`config.mk`:
```
export PLATFORM = sky130hd
export DESIGN_NAME = tlt_cfg_flat
export DESIGN_NICKNAME = d
export VERILOG_FILES = /design/src/hw/rtl/tlt_pkg.sv /design/src/hw/rtl/tlt_cfg_if.sv /design/src/hw/rtl/tlt_cfg.sv /design/src/flat_wrapper.sv
export SDC_FILE = /design/constraint.sdc
export NUM_CORES = 1
export LEC_CHECK = 0
export ABC_AREA = 1
export BUFFER_PORTS_ARGS = -buffer_cell sky130_fd_sc_hd__buf_2
export CAP_MARGIN = 10
export CORE_UTILIZATION = 30
export CTS_CLUSTER_SIZE = 30
export DETAILED_ROUTE_END_ITERATION = 8
export GPL_TIMING_DRIVEN = 0
export PLACE_DENSITY_LB_ADDON = 0.2
export SLEW_MARGIN = 30
export SYNTH_ARGS = -nofsm -noshare
export SYNTH_HDL_FRONTEND = slang
export SYNTH_SLANG_ARGS = --single-unit
```
`constraint.sdc`:
```
create_clock -name clk_i -period 1.6 [get_ports clk_i]
set_clock_uncertainty 0.15 [all_clocks]
set_input_delay 0.48 -clock clk_i [delete_from_list [all_inputs] [get_ports clk_i]]
set_output_delay 0.48 -clock clk_i [all_outputs]
set_load 0.02 [all_outputs]
```
`src/hw/rtl/tlt_pkg.sv`:
```
// ----------------------------------------------------------------------------
// tlt_pkg
// Shared widths, codes and the slot entry type of the thread leak tracker.
// ----------------------------------------------------------------------------
package tlt_pkg;

  localparam int unsigned DEPTH  = 32;
  localparam int unsigned IDX_W  = $clog2(DEPTH);
  localparam int unsigned CNT_W  = $clog2(DEPTH + 1);

  localparam int unsigned OP_W   = 3;
  localparam int unsigned STS_W  = 3;
  localparam int unsigned KEY_W  = 64;
  localparam int unsigned TID_W  = 22;
  localparam int unsigned TIME_W = 63;
  localparam int unsigned MS_W   = 27;
  localparam int unsigned MUL_W  = 20;
  localparam int unsigned DLY_W  = MS_W + MUL_W;

  localparam logic [DLY_W-1:0] NS_PER_MS = DLY_W'(1000000);

  // opcodes
  localparam logic [OP_W-1:0] OP_ADD    = 3'd0;
  localparam logic [OP_W-1:0] OP_JOIN   = 3'd1;
  localparam logic [OP_W-1:0] OP_DETACH = 3'd2;
  localparam logic [OP_W-1:0] OP_EXIT   = 3'd3;
  localparam logic [OP_W-1:0] OP_REPORT = 3'd4;

  // result status
  localparam logic [STS_W-1:0] STS_OK      = 3'd0;
  localparam logic [STS_W-1:0] STS_IGNORED = 3'd1;
  localparam logic [STS_W-1:0] STS_FULL    = 3'd2;
  localparam logic [STS_W-1:0] STS_LEAK    = 3'd3;
  localparam logic [STS_W-1:0] STS_NO_DUE  = 3'd4;

  typedef struct packed {
    logic              leaked;
    logic              released;
    logic [KEY_W-1:0]  handle;
    logic [TID_W-1:0]  tid;
    logic [TIME_W-1:0] created;
    logic [TIME_W-1:0] started;
    logic [TIME_W-1:0] exited;
  } entry_t;

endpackage

```
`src/hw/rtl/tlt_cfg_if.sv`:
```
// ----------------------------------------------------------------------------
// tlt_cfg_if
// Configuration write channel for the leak grace period.
// ----------------------------------------------------------------------------
interface tlt_cfg_if;
  logic                      valid;
  logic                      ready;
  logic [tlt_pkg::MS_W-1:0]  leak_delay_ms;

  modport source (output valid, leak_delay_ms, input ready);
  modport sink   (input valid, leak_delay_ms, output ready);
endinterface

```
`src/hw/rtl/tlt_cfg.sv`:
```
// ----------------------------------------------------------------------------
// tlt_cfg
// Grace period register; converts milliseconds to nanoseconds once per write.
// ----------------------------------------------------------------------------
module tlt_cfg (
  input  logic                       clk_i,
  input  logic                       rst_ni,
  tlt_cfg_if.sink                    cfg_i,
  output logic [tlt_pkg::DLY_W-1:0]  delay_ns_o
);

  logic [tlt_pkg::DLY_W-1:0] delay_q;

  assign cfg_i.ready = 1'b1;

  always_ff @(posedge clk_i or negedge rst_ni) begin
    if (!rst_ni) begin
      delay_q <= '0;
    end else if (cfg_i.valid) begin
      // 27 x 20 product, in place from the cycle after the write
      delay_q <= {{tlt_pkg::MUL_W{1'b0}}, cfg_i.leak_delay_ms} * tlt_pkg::NS_PER_MS;
    end
  end

  assign delay_ns_o = delay_q;

endmodule

```
`src/flat_wrapper.sv`:
```
// flat-port wrapper written by rule: the top's interface ports become plain ports
module tlt_cfg_flat 
  (clk_i, rst_ni, delay_ns_o, cfg_i_valid, cfg_i_leak_delay_ms, cfg_i_ready);
  tlt_cfg_if cfg_i_i ();
  input  logic clk_i;
  input  logic rst_ni;
  output logic [tlt_pkg::DLY_W-1:0] delay_ns_o;
  input wire logic [$bits(cfg_i_i.valid)-1:0] cfg_i_valid;
  input wire logic [$bits(cfg_i_i.leak_delay_ms)-1:0] cfg_i_leak_delay_ms;
  output wire logic [$bits(cfg_i_i.ready)-1:0] cfg_i_ready;
  assign cfg_i_i.valid = cfg_i_valid;
  assign cfg_i_i.leak_delay_ms = cfg_i_leak_delay_ms;
  assign cfg_i_ready = cfg_i_i.ready;
  tlt_cfg u_core (.clk_i(clk_i), .rst_ni(rst_ni), .cfg_i(cfg_i_i), .delay_ns_o(delay_ns_o));
endmodule
```
==> reports/results.ini <==
[global_route]
antenna_found_initial=0
grt_pass1_vias=7411
grt_pass1_wl_mm=36.85
grt_max_degree=42
grt.total_usage_pct=16.58
grt_overflow=0

[yosys]
synth.distinct_cells=27
synthTopCellsByArea=fa_1 (27%), ha_1 (21%), dfrtp_1 (13%)
syn_inst=1036
yosys_register_bits=41
synth.top_cell.area_share_pct=26.99
synth_top_area_cell=fa_1
synth_area_sq_mm=0.008158
avgSynthCellArea_sq_um=7.874
ys_warn_count=0
ys_seq_area_share_pct=12.58

[setup_path]
r2r_slack_ps=790
r2r_start=u_core.delay_ns_o[7]
worstSetupPathType=input pin to flip-flop
arrival_ps=4860
regToRegEndpoint=u_core.delay_ns_o[7]
worst-path-max-fanout=4
cp-end-kind=flip-flop
reg2regPathDepth=2
required_ps=1620
cp-start-kind=input pin

[clocking]
clkSinkCount=41
htreeDepth=2
cts_tree=built
clockBufferDepth=2
cts_buffers=5
ctsHoldBuffers=0
clk_latency_ps=280
clk_pin_slew_ps=60
cts_root_buf=clkbuf_16

[detailed_routing]
vias_per_cell=4.514
wl_met1_mm=9.731
num_vias=6888
wl_per_cell_um=14.23
wl_met2_mm=11.41
drc=0
ant_nets=0
drtIter0Drc=214
drt_wl_total_mm=21.71
highest-signal-layer=met4
wl_met3_um=405
drt_pass1_iterations=4

[floorplan]
die_area_sq_mm=0.02786
core_area_sq_mm=0.02635
io_pins=78
rows=59
die_w_um=166.9
floorplan.initialDensity_pct=30.95
die_y_um=166.9

[timing]
slew_violations=0
slew_headroom_pct=55.94
rsz0062_at_grt=true
hold_ws_ps=17.94
finalSetupTns_ps=-92530
worst_pin_slew_ps=660.9
clock.fmax_ghz=0.2067
timing.final.ws_setup_ps=-3238
min_period_ps=4838
hold_violations=0
setup_violations=36
period_share_pct=302.4

[placement]
dp_hpwl_mm=18.23
numPortBuffers=70
gp_congestion=0.8772

[final_layout]
drive_gt1_share_pct=39.80
area_delta_synth_final_pct=45.09
largest_register_ffs=41
diodes=0
fin_nets=1468

[job]
maxCapViolCount=0

[hold_path]
min_path_type=input pin to asynchronous set/reset pin

[outcome]
status=finished with violations
violations=setup timing

==> placed cells by master, fill, tap and decap left out, drive strengths merged <==
master | synthesis | layout
ha | 138 | 138
or2 | 1 | 1
nand3b | 2 | 2
xor2 | 2 | 2
nand4 | 1 | 1
buf | 9 | 150
o21bai | 5 | 5
clkbuf | 6 | 13
nor2 | 60 | 60
o21ai | 35 | 35
fa | 110 | 110
a31oi | 1 | 1
a21oi | 33 | 33
bufinv | 0 | 1
xnor2 | 19 | 19
conb | 2 | 7
clkinvlp | 0 | 9
clkinv | 1 | 1
dfrtp | 41 | 41
inv | 244 | 236
nand3 | 48 | 48
nand2 | 267 | 267
and2 | 2 | 2
nor3 | 9 | 9
==> cell families (layout without fill, tap and decap cells) <==
group | after synthesis | after routing | share of synthesized area (%)
AND/OR/NAND/NOR | 390 | 390 | 19.86
adder cells (fa/ha/maj) | 248 | 248 | 48.16
buffers and inverters | 260 | 410 | 12.35
XOR/XNOR | 21 | 21 | 2.255
other | 2 | 7 | 0.09206
flip-flops | 41 | 41 | 12.58
AO/OA/AOI/OAI | 74 | 74 | 4.709
==> worst max-delay path, stage by stage <==
cell and delay (ps):
buf_12 80, clkinvlp_4 130, fa_1 550, inv_1 50
fa_1 490, fa_1 460, fa_1 590, ha_4 210
fa_1 580, ha_4 230, buf_6 130, nand2_4 50
nand2_4 60, inv_2 70, nand2_4 70, a21oi_4 130
nand3_4 120, or2_1 240, nand3_1 70, nand2_1 50
==> worst max-delay path by stage <==
stage	start	cells after the start	to
2_1_floorplan	cfg_i_leak_delay_ms[12]	19	u_core.delay_ns_o[42]
3_5_place_dp	cfg_i_leak_delay_ms[10]	23	u_core.delay_ns_o[37]
5_1_grt	cfg_i_leak_delay_ms[4]	23	u_core.delay_ns_o[37]
4_1_cts	cfg_i_leak_delay_ms[9]	23	u_core.delay_ns_o[37]
6_report	cfg_i_leak_delay_ms[12]	20	u_core.delay_ns_o[30]
3_3_place_gp	cfg_i_leak_delay_ms[10]	23	u_core.delay_ns_o[37]
==> cells in the mapped netlist (all sizes together) <==
cell type,number
fa,110
nor3,9
clkbuf,6
and2,2
o21ai,35
buf,9
a21oi,33
nand3,48
or2,1
xor2,2
nand4,1
conb,2
nand2,267
inv,244
ha,138
nand3b,2
clkinv,1
xnor2,19
nor2,60
dfrtp,41
o21bai,5
a31oi,1
==> layer usage <==
metal  up-vias  GRT usage [%]
met2        72          31.04
met5         -              0
met3        17          1.711
met4         0          1.208
li1       3445              -
met1      3354          21.21
==> through the flow <==
step | util, % | std cells | area [sq um] | setup WS [ps]
2_1_floorplan | - | 1041 | 8960 | -3117
3_3_place_gp | 36.92 | 1446 | 9729 | -3875
3_5_place_dp | 36.92 | 1446 | 9729 | -3833
4_1_cts | 42.08 | 1501 | 11090 | -3276
5_1_grt | 44.91 | 1526 | 11840 | -3405
6_report | 44.91 | 1526 | 11840 | -3238
==> what timing repair did <==
action,in CTS,in global routing
pin swaps,119,94
gates resized for setup,219,125
endpoints found under the setup margin,36,36
buffers inserted,47,26
==> final cells by class <==
type	count	area, sq um
Buffer	15	87.58
Clock buffer	6	138.9
Clock inverter	2	37.54
Fill cell	2559	14520
Inverter	245	982.2
Multi-Input combinational cell	740	7895
Sequential cell	41	1026
Tap cell	335	419.2
Timing Repair Buffer	142	1250
Power is left out: the tool's default activity adds up to more than one toggle a clock period on the data nets, which glitch-free logic cannot reach.
